**config.mk**
```make
export PLATFORM = sky130hd
export DESIGN_NAME = sirds_div
export DESIGN_NICKNAME = d
export VERILOG_FILES = /design/src/rtl/core/sirds_pkg.sv /design/src/rtl/core/sirds_div.sv
export SDC_FILE = /design/constraint.sdc
export NUM_CORES = 1
export LEC_CHECK = 0
export ABC_AREA = 1
export BUFFER_PORTS_ARGS = -buffer_cell sky130_fd_sc_hd__buf_2
export CORE_MARGIN = 2
export CORE_UTILIZATION = 45
export CTS_CLUSTER_SIZE = 8
export DETAILED_ROUTE_END_ITERATION = 8
export GPL_TIMING_DRIVEN = 0
export PLACE_DENSITY = 0.67
export SLEW_MARGIN = 20
export SYNTH_ARGS = -nofsm -noshare
export SYNTH_HDL_FRONTEND = slang
export SYNTH_SLANG_ARGS = --single-unit
```
**constraint.sdc**
```tcl
create_clock -name i_clk -period 4.1 [get_ports i_clk]
set_input_delay 0.41 -clock i_clk [delete_from_list [all_inputs] [get_ports i_clk]]
set_output_delay 0.41 -clock i_clk [all_outputs]
set_load 0.02 [all_outputs]
```
**src/rtl/core/sirds_pkg.sv**
```systemverilog
// ----------------------------------------------------------------------------
// sirds_pkg
// Shared sizes, codes and beat types of the stereogram scanline linker.
// ----------------------------------------------------------------------------
package sirds_pkg;

    localparam int MAX_WIDTH  = 1024;
    localparam int OVERSAMPLE = 4;
    localparam int VMAX       = MAX_WIDTH * OVERSAMPLE;

    localparam int VX_W  = $clog2(VMAX);
    localparam int POS_W = $clog2(VMAX + 1);
    localparam int W_W   = $clog2(MAX_WIDTH + 1);
    localparam int DA_W  = $clog2(MAX_WIDTH);
    localparam int K_W   = (OVERSAMPLE > 1) ? $clog2(OVERSAMPLE) : 1;

    localparam int DEPTH_NUM_OFS = 510;
    localparam int DEPTH_DEN_OFS = 1275;

    localparam int E_MAX   = (255 * 5) / 2;
    localparam int VE_MAX  = E_MAX * OVERSAMPLE;
    localparam int VE_W    = $clog2(VE_MAX + 1);
    localparam int NUM_MAX = VE_MAX * (DEPTH_NUM_OFS + 255);
    localparam int NUM_W   = $clog2(NUM_MAX + 1);
    localparam int DEN_W   = $clog2(DEPTH_DEN_OFS + 255 + 1);
    localparam int S_W     = $clog2(VE_MAX / 2 + 1);
    localparam int AW      = ((POS_W > S_W) ? POS_W : S_W) + 2;
    localparam int SUM_W   = $clog2(255 * OVERSAMPLE + 1);
    localparam int DCNT_W  = $clog2(NUM_W + 1);

    localparam int CFG_IDX_W = 3;
    localparam logic [CFG_IDX_W-1:0] CFG_ROW_WIDTH = 3'd0;
    localparam logic [CFG_IDX_W-1:0] CFG_EYE_SEP   = 3'd1;
    localparam logic [CFG_IDX_W-1:0] CFG_STYLE     = 3'd2;
    localparam logic [CFG_IDX_W-1:0] CFG_SEED      = 3'd3;

    localparam logic ACT_LOAD  = 1'b0;
    localparam logic ACT_DRAIN = 1'b1;

    localparam logic [1:0] CS_BW    = 2'd0;
    localparam logic [1:0] CS_GREY  = 2'd1;
    localparam logic [1:0] CS_COLOR = 2'd2;

    typedef struct packed {
        logic       action;
        logic [7:0] depth;
        logic       row_end;
    } t_in_item;

    typedef struct packed {
        logic [7:0] red;
        logic [7:0] green;
        logic [7:0] blue;
        logic       row_last;
    } t_out_item;

    typedef struct packed {
        logic             start;
        logic [NUM_W-1:0] num;
        logic [DEN_W-1:0] den;
    } t_div_req;

    typedef struct packed {
        logic       start;
        logic [1:0] style;
    } t_rng_req;

endpackage

```
**src/rtl/core/sirds_div.sv**
```systemverilog
// ----------------------------------------------------------------------------
// sirds_div
// Shared restoring divider, one quotient bit per cycle.
// ----------------------------------------------------------------------------
module sirds_div import sirds_pkg::*; (
    input  logic             i_clk,
    input  logic             i_rst_n,
    input  t_div_req         i_req,
    output logic [NUM_W-1:0] o_quot,
    output logic             o_done
);

    logic              r_busy;
    logic              r_done;
    logic [DCNT_W-1:0] r_cnt;
    logic [DEN_W-1:0]  r_rem;
    logic [NUM_W-1:0]  r_q;
    logic [DEN_W-1:0]  r_den;

    logic [DEN_W:0] cur;
    logic [DEN_W:0] trial;
    logic           ge;

    always_comb begin
        cur   = {r_rem, r_q[NUM_W-1]};
        ge    = cur >= {1'b0, r_den};
        trial = cur - {1'b0, r_den};
    end

    always_ff @(posedge i_clk) begin
        if (!i_rst_n) begin
            r_busy <= 1'b0;
            r_done <= 1'b0;
            r_cnt  <= '0;
        end else begin
            r_done <= 1'b0;
            if (i_req.start) begin
                r_busy <= 1'b1;
                r_cnt  <= '0;
            end else if (r_busy) begin
                r_cnt <= r_cnt + DCNT_W'(1);
                if (r_cnt == DCNT_W'(NUM_W - 1)) begin
                    r_busy <= 1'b0;
                    r_done <= 1'b1;
                end
            end
        end
    end

    always_ff @(posedge i_clk) begin
        if (i_req.start) begin
            r_rem <= '0;
            r_q   <= i_req.num;
            r_den <= i_req.den;
        end else if (r_busy) begin
            r_rem <= ge ? trial[DEN_W-1:0] : cur[DEN_W-1:0];
            r_q   <= {r_q[NUM_W-2:0], ge};
        end
    end

    assign o_quot = r_q;
    assign o_done = r_done;

endmodule

```
# ---- Yosys cells after proc, flatten, opt, wreduce, memory -nomap -nowiden
# Cells that the tools add are included.
dict set report word_totals {
  ff_bits 50
  inputBits 35
  out_inout_bits 22
  wordCells 22
}
dict set report op_classes {
  addsub 2
  n_lt_le_gt_ge 1
  n_eq_ne 1
  muxes 7
  n_bitwise 2
  n_reduce_logical 3
}
# operator n
set ops {}
lappend ops {{21-bit two-way mux} 2}
lappend ops {{12-bit by 11-bit greater-or-equal comparator with 1-bit output} 1}
lappend ops {{11-bit two-way mux} 1}
lappend ops {{11-bit subtractor} 1}
lappend ops {{5-bit by 1-bit adder with 5-bit output, second input constant} 1}
lappend ops {{5-bit == test, second input constant} 1}
lappend ops {{1-bit two-way mux} 4}
lappend ops {{3-bit OR reduction} 1}
lappend ops {{1-bit NOT} 2}
lappend ops {{2-bit nonzero test} 1}
lappend ops {{2-bit OR reduction} 1}

# ---- Longest topological paths before layout
dict set report depth {
  word_depth 4
  mapped_depth 12
  ltp_nobuf 12
}

# ---- Worst setup path before layout
# OpenSTA, ideal clock, no wires.
dict set report synth_timing {
  kind {reg2reg}
  startpoint {register r_q[20] (netlist: o_quot[20])}
  endpoint {register r_rem[6]}
  t_arrival_ps 1887
  setup_slack_ps 2100
  path_stages_with_launch 13
  period_less_slack_ps 2000
  cell_sequence {edfxtp_1 inv_1 ha_1 fa_1 inv_1 nand3_1 nand3_1 nand2_2 nand4_4 buf_12 nand3_2 nand3_1 nand2_1}
}
dict set report synth_between {
  elab_chain_len 2
}
# element line
set synth_rtl {}
lappend synth_rtl {{from (decl)} sirds_div.sv:17} ;# logic [NUM_W-1:0] r_q;
lappend synth_rtl {{from (signal assigned)} sirds_div.sv:53} ;# r_q <= i_req.num;
lappend synth_rtl {{from (signal assigned)} sirds_div.sv:57} ;# r_q <= {r_q[NUM_W-2:0], ge};
lappend synth_rtl {{11-bit subtractor / 12-bit by 11-bit greater-or-equal comparator with 1-bit output (equally long branches)} {sirds_div.sv:27, sirds_div.sv:26}}
lappend synth_rtl {{11-bit two-way mux *} sirds_div.sv:56} ;# r_rem <= ge ? trial[DEN_W-1:0] : cur[DEN_W-1:0];
lappend synth_rtl {{to (signal assigned)} sirds_div.sv:56}
lappend synth_rtl {{to (decl)} sirds_div.sv:16} ;# logic [DEN_W-1:0] r_rem;
# Every way passes the cells marked *; elsewhere a longest branch is shown, timed or not.
# A chain may end at the register's enable or synchronous reset.

# ---- Final worst setup path
# Same ends and word-level chain as after synthesis.

==> impl_metrics.tcl <==
set metrics [dict create \
    run_status "completed" \
    drt_drc_violations_left 0 \
    yosysUniqueCellTypes 29 \
    cts_max_path_buffers 2 \
    peakVddDrop_mv 0.2623 \
    drt-initial-drc-count 164 \
    grt_util_met3 0.03759 \
    dominantRegCellSynth "sky130_fd_sc_hd__edfxtp_1" \
    grtUsageMet1 0.2468 \
    tritoncts.num_buffers 5 \
    synthTopCellsByCount "129 x sky130_fd_sc_hd__nand2_1, 51 x sky130_fd_sc_hd__inv_1, 32 x sky130_fd_sc_hd__edfxtp_1, 25 x sky130_fd_sc_hd__nand3_1, 18 x sky130_fd_sc_hd__dfxtp_1" \
    routabilityCongestion 0.9057 \
    coreArea_um2 6241 \
    busiest_layer "met2" \
    cts_resized 0 \
    synth_fp_nets 401 \
    clock_sinks 50 \
    wl_per_cell_um 12.11 \
    final-setup-viol-count 0 \
    groute.usage.overall 0.1813 \
    dp_hpwl_mm 4.616 \
    rr_startpoint "o_quot[20]" \
    fillCellCount 623 \
    seq_power_share 0.551 \
    die_height_um 83.60 \
    critPathLaunch "o_quot[20]" \
    flow.area_growth_from_synthesis_pct 16.41 \
    crit_end "r_rem[6]" \
    mappedNetlistArea_um2 2851 \
    detail_route.wirelength_mm 5.971 \
    p_int_mw 0.7635 \
    die-width_um 83.60 \
    post_layout_power_mw 1.076 \
    num_vias 2436 \
    postPlaceCellArea_um2 3228 \
    number_of_enable_flip_flop_cells_after_synthesis 32 \
    power.net_switching_mw 0.3121 \
    design.final.nets 464 \
    clkPwrFrac 0.279 \
    power_switching_share 0.2901 \
    synth_seq_cells 50 \
    grt_pass1_wl_mm 10.32 \
    floorplan.rows 29 \
    postSynthCellCount 352 \
    cp-start-kind "flip-flop" \
    reg2reg_to "r_rem[6]" \
    timing_worst_slew_pin_value_ns 0.8296 \
    cts_tree "built" \
    post_cts.repair.setup_buffers 0 \
    clk_pin_slew_worst_paths_ns 0.11 \
    hold_buffers 0 \
    pin_count 57 \
    portBuffers 56 \
    worstPathMaxFanout 10 \
    fin_skew_ns 0.01391 \
    min_period_over_period 0.5194 \
    synthMostInstantiatedCell "sky130_fd_sc_hd__nand2_1" \
    timing.final.max_slew_violations 0 \
    post_drt_via_cell_ratio 4.941 \
    n_antenna_cell 0 \
    register_area_um2 1321 \
    max-slew-margin-rel 0.4463 \
    clk_root_buffer_cell "sky130_fd_sc_hd__clkbuf_8" \
    antenna_found_initial 0 \
    drv_cap 0 \
    share_comb_of_total_power 0.170 \
    cts_htree_levels 2 \
    clock_insertion_delay_worst_skew_ns 0.31 \
    synth-async-reset-ratio 0 \
    first_global_vias 2276 \
    synth_seq_area_share 0.4634 \
    synth_top_area_frac 0.3370 \
    final_cell_area_um2 3319 \
    layout_min_cycle_time_ns 2.129 \
    path_category_of_the_worst_min_delay_check "input port to flip-flop" \
    synth.top_cells.by_area "sky130_fd_sc_hd__edfxtp_1 34%, sky130_fd_sc_hd__nand2_1 17%, sky130_fd_sc_hd__dfxtp_1 13%" \
    achievable-frequency_mhz 469.6 \
    final.setup.tns_ns 0 \
    grtUsageMet2 0.2924 \
    hold_violations 0 \
    ys_warn_count 0 \
    r2r_setup_slack_ns 1.97 \
    die_area_um2 6989 \
    postSynthAreaPerCell_um2 8.101 \
    depth_of_the_worst_register_to_register_path 12 \
    grt_max_degree 23 \
    timing.critical_path.required_ns 4.31 \
    end_kind "flip-flop" \
    critical_path_class "flip-flop to flip-flop" \
    initial_utilization 0.4569 \
    cell_leakage_power_nw 1.688 \
    grt.overflow.total 0 \
    netlist.top_cell.by_area "sky130_fd_sc_hd__edfxtp_1" \
    rsz0062_at_grt "false" \
    antenna_left 0 \
    dr.pass1.iters 4 \
    final_layout_size_suffix_gt1_frac 0.2308 \
    arrival_time_reported_for_the_critical_path_endpoint_ns 2.34 \
    multi_input_comb_area_um2 1250 \
    power-per-cell-area_nw_per_um2 324.0 \
]
==> layout make-up <==
type / instances / area share
buffer: 11 / 0.02450
timing repair buffer: 56 / 0.08443
tap: 77 / 0.02902
inverter: 53 / 0.05993
sequential: 50 / 0.3980
clock inverter: 3 / 0.006785
clock buffer: 5 / 0.02073
multi-input combinational: 238 / 0.3766
==> how the worst min path moves through the flow <==
| stage | start | endpoint | slack (ns) | depth (start not counted) |
|---|---|---|---|---|
| after floorplan | r_rem[10] | r_rem[10] | 0.44 | 2 |
| after global placement | r_rem[10] | r_rem[10] | 0.46 | 2 |
| after detailed placement | r_rem[10] | r_rem[10] | 0.46 | 2 |
| after CTS | i_req[1] | r_den[1] | 0.27 | 1 |
| after global routing | i_req[4] | r_den[4] | 0.26 | 1 |
| final | i_req[6] | r_den[6] | 0.28 | 1 |
==> critical path, stage by stage, from the launching register on <==
cell	delay (ns)
sky130_fd_sc_hd__edfxtp_1	0.36
sky130_fd_sc_hd__inv_1	0.06
sky130_fd_sc_hd__ha_1	0.22
sky130_fd_sc_hd__fa_1	0.42
sky130_fd_sc_hd__inv_1	0.10
sky130_fd_sc_hd__nand3_1	0.07
sky130_fd_sc_hd__nand3_1	0.22
sky130_fd_sc_hd__nand2_2	0.14
sky130_fd_sc_hd__nand4_4	0.11
sky130_fd_sc_hd__buf_12	0.15
sky130_fd_sc_hd__nand3_2	0.07
sky130_fd_sc_hd__nand3_1	0.07
sky130_fd_sc_hd__nand2_1	0.06
==> power by group through the flow <==
stage | logic (mW) | clock network [mW] | registers, mW
2_1_floorplan | 0.0957 | 0 | 0.628
3_3_place_gp | 0.181 | 0 | 0.603
5_1_grt | 0.205 | 0.328 | 0.597
3_5_place_dp | 0.185 | 0 | 0.603
4_1_cts | 0.185 | 0.308 | 0.593
6_report | 0.183 | 0.300 | 0.592
==> cells by family (layout without fill, tap and decap cells) <==
family | after synthesis | in the layout | synth area share
and+or+nand+nor | 211 | 211 | 0.3431
buffers and inverters | 64 | 128 | 0.09829
DFF | 50 | 50 | 0.4634
adders and majority gates | 14 | 14 | 0.06406
AOI/OAI and AO/OA | 9 | 9 | 0.01887
xor gates and xnor gates | 4 | 4 | 0.01229
==> cell usage in the layout, fill, tap and decap left out, drive strengths merged <==
cell type	instances
buf	61
nor2	15
nand2	142
inv	55
or2	1
nand3	31
nor3b	1
edfxtp	32
xnor2	2
fa	1
clkbuf	11
a21oi	7
nand4	17
nor3	3
ha	13
clkinv	1
o211ai	1
xor2	2
a211oi	1
dfxtp	18
and2	1
==> flip-flops by register name (all words and copies together) (netlist names) <==
signal and cells:
o_done 1, o_quot 21, r_busy 1, r_cnt 5, r_den 11, r_rem 11
==> per-stage QoR <==
step	hold WS, ns	util	setup slack (ns)	std cells
floorplan	0.4383	-	2.100	352
global placement	0.4576	0.5172	1.969	485
detailed placement	0.4600	0.5172	1.929	485
CTS	0.2656	0.5319	1.979	493
global route	0.2638	0.5319	1.771	493
finish	0.2766	0.5319	1.971	493
==> layer usage <==
| metal | up-vias | share of wire |
|---|---|---|
| met2 | 64 | 0.46 |
| li1 | 1252 | - |
| met1 | 1113 | 0.48 |
| met3 | 7 | 0.048 |
| met5 | - | 0 |
| met4 | 0 | 0.015 |
Note: power is estimated with default switching activity, not from simulation.
