### src/rtl/core/sirds_pkg.sv
// ----------------------------------------------------------------------------
// sirds_pkg
// Shared sizes, codes and beat types of the stereogram scanline linker.
// ----------------------------------------------------------------------------
package sirds_pkg;

    localparam int MAX_WIDTH  = 1024;
    localparam int OVERSAMPLE = 4;
    localparam int VMAX       = MAX_WIDTH * OVERSAMPLE;

    localparam int VX_W  = $clog2(VMAX);
    localparam int POS_W = $clog2(VMAX + 1);
    localparam int W_W   = $clog2(MAX_WIDTH + 1);
    localparam int DA_W  = $clog2(MAX_WIDTH);
    localparam int K_W   = (OVERSAMPLE > 1) ? $clog2(OVERSAMPLE) : 1;

    localparam int DEPTH_NUM_OFS = 510;
    localparam int DEPTH_DEN_OFS = 1275;

    localparam int E_MAX   = (255 * 5) / 2;
    localparam int VE_MAX  = E_MAX * OVERSAMPLE;
    localparam int VE_W    = $clog2(VE_MAX + 1);
    localparam int NUM_MAX = VE_MAX * (DEPTH_NUM_OFS + 255);
    localparam int NUM_W   = $clog2(NUM_MAX + 1);
    localparam int DEN_W   = $clog2(DEPTH_DEN_OFS + 255 + 1);
    localparam int S_W     = $clog2(VE_MAX / 2 + 1);
    localparam int AW      = ((POS_W > S_W) ? POS_W : S_W) + 2;
    localparam int SUM_W   = $clog2(255 * OVERSAMPLE + 1);
    localparam int DCNT_W  = $clog2(NUM_W + 1);

    localparam int CFG_IDX_W = 3;
    localparam logic [CFG_IDX_W-1:0] CFG_ROW_WIDTH = 3'd0;
    localparam logic [CFG_IDX_W-1:0] CFG_EYE_SEP   = 3'd1;
    localparam logic [CFG_IDX_W-1:0] CFG_STYLE     = 3'd2;
    localparam logic [CFG_IDX_W-1:0] CFG_SEED      = 3'd3;

    localparam logic ACT_LOAD  = 1'b0;
    localparam logic ACT_DRAIN = 1'b1;

    localparam logic [1:0] CS_BW    = 2'd0;
    localparam logic [1:0] CS_GREY  = 2'd1;
    localparam logic [1:0] CS_COLOR = 2'd2;

    typedef struct packed {
        logic       action;
        logic [7:0] depth;
        logic       row_end;
    } t_in_item;

    typedef struct packed {
        logic [7:0] red;
        logic [7:0] green;
        logic [7:0] blue;
        logic       row_last;
    } t_out_item;

    typedef struct packed {
        logic             start;
        logic [NUM_W-1:0] num;
        logic [DEN_W-1:0] den;
    } t_div_req;

    typedef struct packed {
        logic       start;
        logic [1:0] style;
    } t_rng_req;

endpackage

### src/rtl/core/sirds_rng.sv
// ----------------------------------------------------------------------------
// sirds_rng
// Galois LFSR colour source: one draw per cycle, three draws for full colour.
// ----------------------------------------------------------------------------
module sirds_rng import sirds_pkg::*; (
    input  logic        i_clk,
    input  logic        i_rst_n,
    input  logic        i_seed_load,
    input  logic [31:0] i_seed,
    input  t_rng_req    i_req,
    output logic [23:0] o_color,
    output logic        o_done
);

    localparam logic [31:0] LFSR_MASK = 32'hA3000000;

    function automatic logic [7:0] mod255(input logic [31:0] v);
        logic [9:0] s;
        logic [8:0] f;
        s = 10'(v[7:0]) + 10'(v[15:8]) + 10'(v[23:16]) + 10'(v[31:24]);
        f = 9'(s[7:0]) + 9'(s[9:8]);
        if (f >= 9'd255) begin
            f = f - 9'd255;
        end
        return f[7:0];
    endfunction

    logic [31:0] r_lfsr;
    logic        r_busy;
    logic [1:0]  r_cnt;
    logic [7:0]  r_red;
    logic [7:0]  r_green;
    logic [23:0] r_color;
    logic        r_done;

    logic [31:0] n_lfsr;
    logic [7:0]  m;
    logic        active;

    always_comb begin
        n_lfsr = {1'b0, r_lfsr[31:1]};
        if (r_lfsr[0]) begin
            n_lfsr = n_lfsr ^ LFSR_MASK;
        end
        m      = mod255(n_lfsr);
        active = i_req.start | r_busy;
    end

    always_ff @(posedge i_clk) begin
        if (!i_rst_n) begin
            r_lfsr <= 32'd1;
            r_busy <= 1'b0;
            r_cnt  <= '0;
            r_done <= 1'b0;
        end else begin
            r_done <= 1'b0;
            if (i_seed_load) begin
                r_lfsr <= (i_seed == '0) ? 32'd1 : i_seed;
            end else if (active) begin
                r_lfsr <= n_lfsr;
                if (i_req.style == CS_COLOR && r_cnt != 2'd2) begin
                    r_busy <= 1'b1;
                    r_cnt  <= r_cnt + 2'd1;
                end else begin
                    r_busy <= 1'b0;
                    r_cnt  <= '0;
                    r_done <= 1'b1;
                end
            end
        end
    end

    always_ff @(posedge i_clk) begin
        if (active) begin
            case (i_req.style)
                CS_GREY:  r_color <= {m, m, m};
                CS_COLOR: begin
                    if (r_cnt == 2'd0) begin
                        r_red <= m;
                    end else if (r_cnt == 2'd1) begin
                        r_green <= m;
                    end else begin
                        r_color <= {r_red, r_green, m};
                    end
                end
                default:  r_color <= {24{n_lfsr[0]}};
            endcase
        end
    end

    assign o_color = r_color;
    assign o_done  = r_done;

endmodule

### config.mk
export PLATFORM = sky130hd
export DESIGN_NAME = sirds_rng
export DESIGN_NICKNAME = d
export VERILOG_FILES = /design/src/rtl/core/sirds_pkg.sv /design/src/rtl/core/sirds_rng.sv
export SDC_FILE = /design/constraint.sdc
export NUM_CORES = 1
export LEC_CHECK = 0
export ABC_AREA = 1
export BUFFER_PORTS_ARGS = -buffer_cell sky130_fd_sc_hd__buf_2
export CORE_MARGIN = 1
export CORE_UTILIZATION = 60
export CTS_BUF_LIST = sky130_fd_sc_hd__clkbuf_8
export CTS_CLUSTER_SIZE = 16
export DETAILED_ROUTE_END_ITERATION = 12
export GPL_ROUTABILITY_DRIVEN = 0
export HOLD_SLACK_MARGIN = 0.12
export PLACE_DENSITY = 0.83
export SLEW_MARGIN = 20
export SYNTH_ARGS = -nofsm -noshare
export SYNTH_HDL_FRONTEND = slang
export SYNTH_SLANG_ARGS = --single-unit
### constraint.sdc
create_clock -name i_clk -period 5.7 [get_ports i_clk]
set_input_delay 0.285 -clock i_clk [delete_from_list [all_inputs] [get_ports i_clk]]
set_output_delay 0.285 -clock i_clk [all_outputs]
set_load 0.1 [all_outputs]
# --- Word level (Yosys, flattened, before mapping) ---
# Cells that the tools add are included.
classes:
  add_sub_neg: 6
  magnitude_cmp: 1
  eq_ne: 6
  mux: 11
  n_bitwise: 6
  n_reduce_logical: 9
ops:
  columns: ["operator", "count"]
  rows:
  - ["$mux W32", 4]
  - ["$mux W24", 2]
  - ["$pmux W24 S2", 1]
  - ["$logic_not A32 Y1", 1]
  - ["$add A10 B8 Y10", 1]
  - ["$add A9 B8 Y10", 1]
  - ["$add A8 B2 Y9", 1]
  - ["$add A8 B8 Y9", 1]
  - ["$ge A9 B8 Y1 const B", 1]
  - ["$mux W8", 1]
  - ["$sub A8 B8 Y8 const B", 1]
  - ["$ne A2 B2 Y1 const B", 3]
  - ["$reduce_and A3 Y1", 2]
  - ["$eq A2 B1 Y1 const B", 2]
  - ["$not A1 Y1", 4]
  - ["$not A3 Y4", 1]
  - ["$reduce_and A4 Y1", 1]
  - ["$reduce_or A3 Y1", 1]
  - ["$add A2 B1 Y2 const B", 1]
  - ["$eq A2 B2 Y1 const B", 1]
  - ["$logic_not A2 Y1", 1]
  - ["$mux W1", 2]
  - ["$mux W2", 1]
  - ["$reduce_and A2 Y1", 1]
  - ["other kinds (3)", 3]
word_totals:
  register_bits: 76
  input_bits: 38
  out_inout_bits: 25
  word_cells: 46

# --- Longest topological paths before layout ---
# Gate-level depths: netlist of run 1.
depth:
  word_depth: 11
  mapped_depth: 34
  ltp_nobuf: 33

# --- Worst setup path after synthesis of run 1 ---
# OpenSTA, ideal clock, no wires.
synth_timing:
  path_type: "register -> register"
  startpoint: "register r_lfsr[4]"
  endpoint: "register r_color[14] (netlist: o_color[14]) (data pin)"
  setup_time_ns: 0.264
  arrival_ns: 4.263
  t_required_ns: 5.436
  path_slack_ns: 1.173
  stages_incl_launch_ff: 32
  path_buffers: 0
  synth_period_minus_slack_ns: 4.527
  cell_sequence: "dfxtp_1 -> inv_1 -> fa_1 -> inv_1 -> fa_1 -> ha_1 -> inv_1 -> nand2_1 -> nand3_1 -> nand2_1 -> nand2_1 -> a21oi_1 -> nor2_1 -> xor2_1 -> ha_1 -> fa_1 -> nand2_1 -> inv_1 -> nor2_1 -> nand3_1 -> nor2_1 -> nand3_1 -> nor2_2 -> nand2_2 -> nand2_1 -> nand2_2 -> nand2_4 -> nand2_2 -> nand3_1 -> nand2_1 -> nand2_1 -> nand2_1"
synth_via:
  elab_chain_len: 8
  elab_cells_between_ends: 9
  classes_between: "add/sub (5); order compare (1); mux (3)"
synth_lines:
  columns: ["item", "line_no", "source"]
  rows:
  - ["from (decl)", "sirds_rng.sv:28", "logic [31:0] r_lfsr;"]
  - ["from (signal assigned)", "sirds_rng.sv:58", "r_lfsr <= (i_seed == '0) ? 32'd1 : i_seed;"]
  - ["from (signal assigned)", "sirds_rng.sv:60", "r_lfsr <= n_lfsr;"]
  - ["$mux W32 (*)", "sirds_rng.sv:42", "if (r_lfsr[0]) begin"]
  - ["$add A8 B8 Y9 (*)", "sirds_rng.sv:20", "s = 10'(v[7:0]) + 10'(v[15:8]) + 10'(v[23:16]) + 10'(v[31:24]);"]
  - ["$add A9 B8 Y10 (*)", "sirds_rng.sv:20", null]
  - ["$add A10 B8 Y10 (*)", "sirds_rng.sv:20", null]
  - ["$add A8 B2 Y9 (*)", "sirds_rng.sv:21", "f = 9'(s[7:0]) + 9'(s[9:8]);"]
  - ["$sub A8 B8 Y8 / $ge A9 B8 Y1 (equally long branches)", "sirds_rng.sv:23, sirds_rng.sv:22", null]
  - ["$mux W8 (*)", "sirds_rng.sv:22", "if (f >= 9'd255) begin"]
  - ["$pmux W24 S2 (*)", "sirds_rng.sv:75", "case (i_req.style)"]
  - ["to (signal assigned)", "sirds_rng.sv:76", "CS_GREY: r_color <= {m, m, m};"]
  - ["to (signal assigned)", "sirds_rng.sv:83", "r_color <= {r_red, r_green, m};"]
  - ["to (signal assigned)", "sirds_rng.sv:86", "default: r_color <= {24{n_lfsr[0]}};"]
  - ["to (decl)", "sirds_rng.sv:33", "logic [23:0] r_color;"]
# Mark *: on every way between the ends. The rest lies on a longest branch, timed or not.
# A chain may end at the register's enable or synchronous reset.

# --- Final worst setup path of run 1 ---
layout_timing:
  startpoint: "register r_lfsr[4]"
  endpoint: "register r_color[16] (netlist: o_color[16]) (data pin)"
# The elaborated chain is that of the path after synthesis.

==> metrics.yaml, run 1 <==
outcome: "completed"
slowest_delay_ps: 540
detail_route.iter0.violations: 241
num-nets-final: 670
n_antenna_cell: 0
number_of_antenna_violations_at_the_first_check_in_global_routing: 0
crit_path_frequent_cell: "sky130_fd_sc_hd__nand2_1"
worstPathRequired_ps: 5810
grt_max_degree: 36
insertion_delay_ps: 370
final-setup-viol-count: 0
ctsHoldBuffers: 0
startpoint: "r_lfsr[4]$_SDFFE_PN0P_"
timing.max_cap.violations: 0
n_fill_cell: 545
hold_viol: 0
die_w_um: 87.3
route.detailed.drc: 0
power_switching_mw: 0.783
tritoncts: "yes"
slowest_stage: "sky130_fd_sc_hd__fa_1"
cts.repair_timing.setup_buffer_count: 0
layout_min_cycle_time_ps: 5240
synth.distinct_cells: 29
setup.worst_path.end: "o_color[16]$_DFFE_PP_"
yosysWarnings: 0
num_rows: 30
numCtsBuffers: 9
detail_route.wirelength_um: 9540
crit_path_start_kind: "register"
most-common-layout-cells: "211 x sky130_fd_sc_hd__nand2_1, 75 x sky130_fd_sc_hd__inv_1, 62 x sky130_fd_sc_hd__buf_2, 40 x sky130_fd_sc_hd__edfxtp_1, 36 x sky130_fd_sc_hd__dfxtp_1"
numPortBuffers: 62
full_die_area_um2: 7620
detailedPlacementHpwl_um: 6970
cts_max_path_buffers: 2
worst-path-max-fanout: 6
grt_remaining_overflow: 0
r2r_end: "o_color[16]$_DFFE_PP_"
timing_max_transition_violations_final: 0
fin_crit_sh_pct: 91.9
layout.cells.most_common: "sky130_fd_sc_hd__nand2_1"
hold_path_cell_cnt: 3
die_height_um: 87.3
via_count: 3815
fin_ws_ps: 464
worstMarginPinSlew_ps: 930
p_int_mw: 1.02
worst_r2r_path_depth: 31
worst_setup_path_end_kind: "register"
setup-tns-final_ps: 0
synth-seq-cells: 76
post_synth_instance_area_um2: 4370
dr.pass1.iters: 5
critical_path_type: "register to register"
placement.setup.worst_slack_ps: 664
seq_power_share_pct: 37.5
area_growth_syn_to_layout_pct: 13.1
clock.fmax_mhz: 191
core_area_um2: 6910
finish.utilization_pct: 71.5
irDropWorstVdd_mv: 0.173
post_synth_inst_count: 543
viasPerCell: 5.46
synth_seq_area_share_pct: 44.0
ios: 63
grt_pass1_vias: 3472
clock_tree.root_cell: "sky130_fd_sc_hd__clkbuf_8"
power_frac_clock_pct: 22.5
p_comb_share_pct: 40.0
ctsResizeCount: 0
worst_ep_arrival_time_ps: 5340
setup.reg_to_reg.worst_slack_ps: 460
timing.max_slew.rel_slack_pct: 37.9
grt_setup_unrepaired: "no"
clock_skew_ps: 12.2
grt_pass1_wl_um: 15700
routedWlPerCell_um: 13.7
clkSinkCount: 76
final_antenna_net_count: 0
initial_core_util_pct: 63.2
final_layout_size_suffix_gt1_share_pct: 16.3
syn_area_per_cell_um2: 8.04
grt_usage_pct: 27.0
regToRegStartpoint: "r_lfsr[4]$_SDFFE_PN0P_"
cellPowerDensity_nw_per_um2: 364
netSwitchingFraction_pct: 43.5
htree_levels: 3
min_path_type: "input port to register"
clock_transition_at_path_regs_ps: 100
synth_nets: 615
leakagePower_nw: 2.33
worst min-delay path by stage:
| stage | startpoint | slack [ps] | end |
|---|---|---|---|
| 2_1_floorplan | i_rst_n | 370 | r_lfsr[0]$_SDFFE_PN1P_ |
| 4_1_cts | i_seed[0] | 180 | r_lfsr[0]$_SDFFE_PN1P_ |
| 3_5_place_dp | r_cnt[1]$_SDFFE_PN0P_ | 480 | r_cnt[1]$_SDFFE_PN0P_ |
| 6_report | i_seed[0] | 180 | r_lfsr[0]$_SDFFE_PN1P_ |
| 3_3_place_gp | r_busy$_SDFFE_PN0P_ | 470 | r_busy$_SDFFE_PN0P_ |
| 5_1_grt | i_rst_n | 200 | r_lfsr[0]$_SDFFE_PN1P_ |
cell type report:
class                      count  area (µm²)  share of cell area [%]
timing repair buffer          64         325                    6.59
sequential                    76        1920                    38.9
clock buffer                   9         124                    2.51
multi-input combinational    370        2090                    42.4
inverter                      77         289                    5.86
tap                           96         120                    2.43
clock inverter                 7        65.1                    1.32
per-stage QoR:
| step | cell area (µm²) | power (mW) | instances | hold slack [ps] |
|---|---|---|---|---|
| 6_report | 4940 | 1.80 | 699 | 183 |
| 5_1_grt | 4940 | 1.90 | 699 | 202 |
| 4_1_cts | 4930 | 1.79 | 699 | 182 |
| 3_5_place_dp | 4740 | 1.39 | 683 | 484 |
| 3_3_place_gp | 4740 | 1.37 | 683 | 474 |
| 2_1_floorplan | 4370 | 1.24 | 543 | 372 |
per-layer routing:
layer  vias up  share of wire [%]  track usage (%)
li1       1851                  -                -
met1      1761                 41             33.3
met2       175                 50             46.2
met3        28                6.1             4.17
met4         0                3.4             13.3
met5         -                  0                0
state kept, by name, summed over array words and instances, names as in the netlist:
signal and flops:
r_lfsr 32, o_done 1, r_cnt 2, o_color 24, r_red 8, r_green 8
r_busy 1
power by group through the flow:
stage | Clock (mW) | Combinational, mW | Sequential [mW]
2_1_floorplan | 0 | 0.401 | 0.843
3_3_place_gp | 0 | 0.687 | 0.686
3_5_place_dp | 0 | 0.704 | 0.688
4_1_cts | 0.406 | 0.712 | 0.675
5_1_grt | 0.425 | 0.793 | 0.680
6_report | 0.404 | 0.719 | 0.675
cells in the mapped netlist, drive strengths merged:
cell / number / area (µm²)
buf: 3 / 20.0
dfxtp: 36 / 721
inv: 76 / 285
nand3b: 3 / 22.5
o21bai: 1 / 7.51
a21oi: 9 / 48.8
nor2: 19 / 78.8
o211ai: 2 / 15.0
edfxtp: 40 / 1200
a31oi: 28 / 175
clkinv: 1 / 3.75
xor2: 7 / 61.3
clkbuf: 17 / 63.8
nor3: 3 / 15.0
nand3: 20 / 105
nand2: 219 / 847
ha: 17 / 213
o21ai: 12 / 60.1
nor4: 8 / 50.1
nand4: 5 / 31.3
fa: 17 / 340
worst max-delay path: cells and delay by family, from the launching register on:
kind / cells / cell delay [ps]
AND/OR/NAND/NOR: 20 / 2010
adder cells (fa/ha/maj): 5 / 2010
flip-flops: 1 / 380
buffers and inverters: 4 / 270
XOR/XNOR: 1 / 140
AO/OA/AOI/OAI: 1 / 130
logic make-up after synthesis:
family	synth area share (%)
compound gates	7.02
buf+inv	8.54
flops	44.0
fa+ha+maj	12.7
xor+xnor	1.40
simple gates	26.3
Note: power is estimated with default switching activity, not from simulation.
==> run 2: changes to the inputs <==
CORE_UTILIZATION = 50   (was 60)
PLACE_DENSITY = 0.71   (was 0.83)
==> run 2 against run 1 <==
  * First-iteration DRC count decreased by 24%
  * Power barely moved
  * Clock-buffer cell count is the same
  * Design area increased by 0.30%
  * Clock power is essentially flat
  * Register-to-register slack improved by 130 ps
  * Die area rose by 20%
  * Sequential power hardly changed
  * Largest cell class unchanged
==> metrics.yaml, run 2 (synthesis gave the netlist of run 1 again) <==
routedWlPerCell_um: 13.7  # +0.20%
hold_path_cell_cnt: 2  # -1
worstPathRequired_ps: 5800  # about the same
numCtsBuffers: 9  # unchanged
min_delay_worst_endpoint: "r_lfsr[0]$_SDFFE_PN1P_"
die_w_um: 95.4  # +9.3%
setup.reg_to_reg.worst_slack_ps: 590  # +130 ps
most-common-layout-cells: "211 x sky130_fd_sc_hd__nand2_1, 75 x sky130_fd_sc_hd__inv_1, 62 x sky130_fd_sc_hd__buf_2, 40 x sky130_fd_sc_hd__edfxtp_1, 36 x sky130_fd_sc_hd__dfxtp_1"
worst_ep_arrival_time_ps: 5200  # -140 ps
detail_route.iter0.violations: 182  # -24%
n_fill_cell: 768  # +41%
timing_max_transition_violations_final: 0  # unchanged
htree_levels: 3  # unchanged
grt-busiest-layer: "met2"
regToRegStartpoint: "r_lfsr[4]$_SDFFE_PN0P_"
finish.utilization_pct: 59.4  # -12 points
flip_flop_count_of_the_largest_register_all_copies_and_words_added: 32  # unchanged
irDropWorstVdd_mv: 0.136  # -22%
final_layout_size_suffix_gt1_share_pct: 16.3  # unchanged
viasPerCell: 5.31  # -2.7%
clock.fmax_mhz: 196  # +2.5%
ctsResizeCount: 0  # unchanged
grt_util_met1_pct: 28.7  # -4.7 points
die_height_um: 95.4  # +9.3%
setup-tns-final_ps: 0  # unchanged
final-setup-viol-count: 0  # unchanged
via_count: 3759  # -1.5%
timing.max_slew.rel_slack_pct: 33.7  # -4.3 points
num-nets-final: 670  # unchanged
top_register_by_number_of_flip_flops: "r_lfsr"
layout.cells.most_common: "sky130_fd_sc_hd__nand2_1"
n_antenna_cell: 0  # unchanged
cellPowerDensity_nw_per_um2: 363  # -0.38%
ctsHoldBuffers: 0  # unchanged
ios: 63  # unchanged
worst_r2r_path_depth: 31  # unchanged
final-instance-count-excl-fill: 708  # +1.3%
clkSinkCount: 76  # unchanged
grt_usage_pct: 23.5  # -3.5 points
hold_viol: 0  # unchanged
crit_path_frequent_cell: "sky130_fd_sc_hd__nand2_1"
layout_min_cycle_time_ps: 5110  # -127 ps
num_rows: 33  # +10%
crit_path_start_kind: "register"
min_delay_src: "i_rst_n"
clock_tree.root_cell: "sky130_fd_sc_hd__clkbuf_8"
timing.max_cap.violations: 0  # unchanged
grt_util_met2_pct: 41.0  # -5.2 points
numPortBuffers: 62  # unchanged
dp.cells: 692  # +1.3%
grt_util_met3_pct: 3.75  # -0.42 points
fin_crit_sh_pct: 89.6  # -2.2 points
grt_setup_unrepaired: "no"
cts_max_path_buffers: 2  # unchanged
outcome: "completed"
slowest_stage: "sky130_fd_sc_hd__fa_1"
grt_max_degree: 36  # unchanged
r2r_end: "o_color[10]$_DFFE_PP_"
number_of_antenna_violations_at_the_first_check_in_global_routing: 0  # unchanged
clock_transition_at_path_regs_ps: 90  # about the same
route.detailed.drc: 0  # unchanged
final_antenna_net_count: 0  # unchanged
worstMarginPinSlew_ps: 994  # +64.1 ps
slowest_delay_ps: 530  # about the same
leakagePower_nw: 2.33  # -0.12%
grt_pass1_wl_um: 16200  # +3.3%
insertion_delay_ps: 360  # about the same
initial_core_util_pct: 52.3  # -11 points
min_path_type: "input port to register"
worst-path-max-fanout: 6  # unchanged
cts.repair_timing.setup_buffer_count: 0  # unchanged
dr.pass1.iters: 4  # -1
core_area_um2: 8340  # +21%
clock_skew_ps: 12.0  # -0.122 ps
detailedPlacementHpwl_um: 7460  # +7.1%
critical_path_type: "register to register"
tritoncts: "yes"
grt_pass1_vias: 3571  # +2.9%
grt_remaining_overflow: 0  # unchanged
worst_setup_path_end_kind: "register"
full_die_area_um2: 9110  # +20%
area_growth_syn_to_layout_pct: 13.4
detail_route.wirelength_um: 9690  # +1.5%
==> run 2: how the worst max path moves through the flow <==
stage	startpoint	end	slack (ps)	depth (start not counted)
floorplan	r_lfsr[4]$_SDFFE_PN0P_	o_color[14]$_DFFE_PP_	1170	31
global placement	r_lfsr[4]$_SDFFE_PN0P_	o_color[20]$_DFFE_PP_	780	31
finish	r_lfsr[4]$_SDFFE_PN0P_	o_color[10]$_DFFE_PP_	590	31
detailed placement	r_lfsr[4]$_SDFFE_PN0P_	o_color[10]$_DFFE_PP_	650	31
CTS	r_lfsr[4]$_SDFFE_PN0P_	o_color[10]$_DFFE_PP_	600	31
global route	r_lfsr[4]$_SDFFE_PN0P_	o_color[8]$_DFFE_PP_	160	31
==> run 2: through the flow <==
step | setup WS (ps) | hold WS, ps | area, µm² | power, mW
6_report | 591 | 193 | 4950 | 1.80
5_1_grt | 163 | 201 | 4950 | 1.92
2_1_floorplan | 1170 | 372 | 4370 | 1.24
4_1_cts | 600 | 183 | 4950 | 1.80
3_5_place_dp | 648 | 481 | 4750 | 1.40
3_3_place_gp | 776 | 469 | 4750 | 1.38
==> run 2: where the power goes <==
part / leakage (nW) / total (mW) / switching (mW) / internal, mW
registers: 0.681 / 0.676 / 0.0209 / 0.655
logic: 1.55 / 0.715 / 0.523 / 0.193
clock network: 0.0915 / 0.406 / 0.237 / 0.169
total: 2.33 / 1.80 / 0.780 / 1.02
==> run 2: worst max-delay path, delay by kind of cell (launching register included) <==
kind	cells	cell delay, ps
fa+ha+maj	5	2030
buf+inv	4	270
xor+xnor	1	140
compound gates	1	130
simple gates	20	1930
flops	1	380
==> run 2: metal layers <==
| metal | share of wire, % | wire (µm) | vias to the layer above |
|---|---|---|---|
| met5 | 0 | 0 | - |
| met4 | 2.4 | 228 | 0 |
| met1 | 43 | 4140 | 1754 |
| li1 | - | - | 1854 |
| met2 | 50 | 4820 | 131 |
| met3 | 5.1 | 492 | 20 |
==> run 2: layout make-up <==
class / count / area [µm²] / share of cell area [%]
sequential: 76 / 1920 / 38.8
clock inverter: 7 / 68.8 / 1.39
tap: 105 / 131 / 2.65
multi-input combinational: 370 / 2090 / 42.2
clock buffer: 9 / 124 / 2.50
inverter: 77 / 289 / 5.84
timing repair buffer: 64 / 325 / 6.57
==> run 3: changes to the inputs <==
MAX_ROUTING_LAYER = met4   (was not set)
==> run 3 against run 2 <==
  * Sequential power about the same
  * Die area unchanged
  * Clock skew increased by 0.72 ps
  * Sequential cell count unchanged
  * Power about the same
  * Non-clock buffer count unchanged
  * Highest routed layer unchanged
==> metrics.yaml, run 3 (synthesis gave the netlist of run 1 again) <==
outcome: "completed"
min_delay_worst_endpoint: "r_lfsr[0]$_SDFFE_PN1P_"
routedWlPerCell_um: 13.7  # about the same
full_die_area_um2: 9110  # unchanged
most-common-layout-cells: "211 x sky130_fd_sc_hd__nand2_1, 75 x sky130_fd_sc_hd__inv_1, 62 x sky130_fd_sc_hd__buf_2, 40 x sky130_fd_sc_hd__edfxtp_1, 36 x sky130_fd_sc_hd__dfxtp_1"
htree_levels: 3  # unchanged
n_antenna_cell: 0  # unchanged
worstMarginPinSlew_ps: 984  # -9.74 ps
min_delay_src: "i_rst_n"
layout_min_cycle_time_ps: 5100  # -11.3 ps
clock_transition_at_path_regs_ps: 90  # about the same
detail_route.wirelength_um: 9690  # about the same
insertion_delay_ps: 360  # about the same
num-nets-final: 670  # unchanged
setup-tns-final_ps: 0  # unchanged
detail_route.iter0.violations: 155  # -15%
placement.setup.worst_slack_ps: 648  # unchanged
timing.max_cap.violations: 0  # unchanged
leakagePower_nw: 2.33  # unchanged
worst_setup_path_end_kind: "register"
cts.repair_timing.setup_buffer_count: 0  # unchanged
layout.cells.most_common: "sky130_fd_sc_hd__nand2_1"
clkSinkCount: 76  # unchanged
flip_flop_count_of_the_largest_register_all_copies_and_words_added: 32  # unchanged
slowest_delay_ps: 530  # about the same
fin_crit_sh_pct: 89.4  # -0.20 points
area_growth_syn_to_layout_pct: 13.4  # unchanged
via_count: 3700  # -1.6%
dr.pass1.iters: 4  # unchanged
hold_slack_ps: 195  # +1.41 ps
fin_ws_ps: 603  # +11.3 ps
grt_max_degree: 36  # unchanged
clock_skew_ps: 12.8  # +0.722 ps
worst-path-max-fanout: 6  # unchanged
worstPathRequired_ps: 5800  # about the same
final-setup-viol-count: 0  # unchanged
report.power.total_mw: 1.80  # about the same
die_w_um: 95.4  # unchanged
cellPowerDensity_nw_per_um2: 363  # about the same
setup.reg_to_reg.worst_slack_ps: 600  # about the same
ctsHoldBuffers: 0  # unchanged
finish.utilization_pct: 59.4  # unchanged
viasPerCell: 5.23  # -1.6%
worst_ep_arrival_time_ps: 5200  # about the same
clock_tree.root_cell: "sky130_fd_sc_hd__clkbuf_8"
cts_max_path_buffers: 2  # unchanged
ios: 63  # unchanged
min_path_type: "input port to register"
final_layout_size_suffix_gt1_share_pct: 16.3  # unchanged
grt_usage_pct: 24.1  # +0.66 points
irDropWorstVdd_mv: 0.137  # +0.78%
timing.max_slew.rel_slack_pct: 34.3  # +0.65 points
grt_remaining_overflow: 0  # unchanged
hold_path_cell_cnt: 2  # unchanged
worst_r2r_path_depth: 31  # unchanged
detailedPlacementHpwl_um: 7460  # unchanged
die_height_um: 95.4  # unchanged
final_antenna_net_count: 0  # unchanged
dp.cells: 692  # unchanged
route.detailed.drc: 0  # unchanged
grt_pass1_wl_um: 16200  # -0.13%
ctsResizeCount: 0  # unchanged
top_register_by_number_of_flip_flops: "r_lfsr"
slowest_stage: "sky130_fd_sc_hd__fa_1"
final_area_um2: 4950  # unchanged
regToRegStartpoint: "r_lfsr[4]$_SDFFE_PN0P_"
crit_path_frequent_cell: "sky130_fd_sc_hd__nand2_1"
grt_pass1_vias: 3575  # +0.11%
timing_max_transition_violations_final: 0  # unchanged
placed_area_um2: 4750  # unchanged
tritoncts: "yes"
n_fill_cell: 768  # unchanged
core_area_um2: 8340  # unchanged
grt_setup_unrepaired: "no"
critical_path_type: "register to register"
numPortBuffers: 62  # unchanged
hold_viol: 0  # unchanged
number_of_antenna_violations_at_the_first_check_in_global_routing: 0  # unchanged
num_rows: 33  # unchanged
crit_path_start_kind: "register"
numCtsBuffers: 9  # unchanged
r2r_end: "o_color[10]$_DFFE_PP_"
initial_core_util_pct: 52.3  # unchanged
final-instance-count-excl-fill: 708  # unchanged
clock.fmax_mhz: 196  # +0.22%
run 3: routing by layer:
| layer | global-route usage (%) | part of all wire (%) | vias up |
|---|---|---|---|
| met5 | - | 0 | - |
| met3 | 3.99 | 4.6 | 20 |
| met2 | 41.1 | 50 | 118 |
| li1 | - | - | 1852 |
| met4 | 9.45 | 2.3 | 0 |
| met1 | 28.5 | 43 | 1710 |
run 3: area by class of cell:
cell class                 count  area (µm²)  area share [%]
sequential                    76        1920            38.8
tap                          105         131            2.65
timing repair buffer          64         325            6.57
clock buffer                   9         124            2.50
multi-input combinational    370        2090            42.2
clock inverter                 7        68.8            1.39
inverter                      77         289            5.84
run 3: critical path: cells and delay by family, from the launching register on:
family | cells | cell delay (ps)
adder cells (fa/ha/maj) | 5 | 2020
AND/OR/NAND/NOR | 20 | 1910
flip-flops | 1 | 380
buffers and inverters | 4 | 270
XOR/XNOR | 1 | 140
AO/OA/AOI/OAI | 1 | 130
run 3: worst max-delay path by stage:
stage / from / end / slack (ps)
finish: r_lfsr[4]$_SDFFE_PN0P_ / o_color[10]$_DFFE_PP_ / 600
global route: r_lfsr[4]$_SDFFE_PN0P_ / o_color[8]$_DFFE_PP_ / 160
CTS: r_lfsr[4]$_SDFFE_PN0P_ / o_color[10]$_DFFE_PP_ / 600
detailed placement: r_lfsr[4]$_SDFFE_PN0P_ / o_color[10]$_DFFE_PP_ / 650
global placement: r_lfsr[4]$_SDFFE_PN0P_ / o_color[20]$_DFFE_PP_ / 780
floorplan: r_lfsr[4]$_SDFFE_PN0P_ / o_color[14]$_DFFE_PP_ / 1170
run 3: report_power, final:
part	switching (mW)	total, mW	internal [mW]
Combinational	0.522	0.715	0.193
Clock	0.238	0.407	0.169
Sequential	0.0208	0.675	0.655
Total	0.781	1.80	1.02
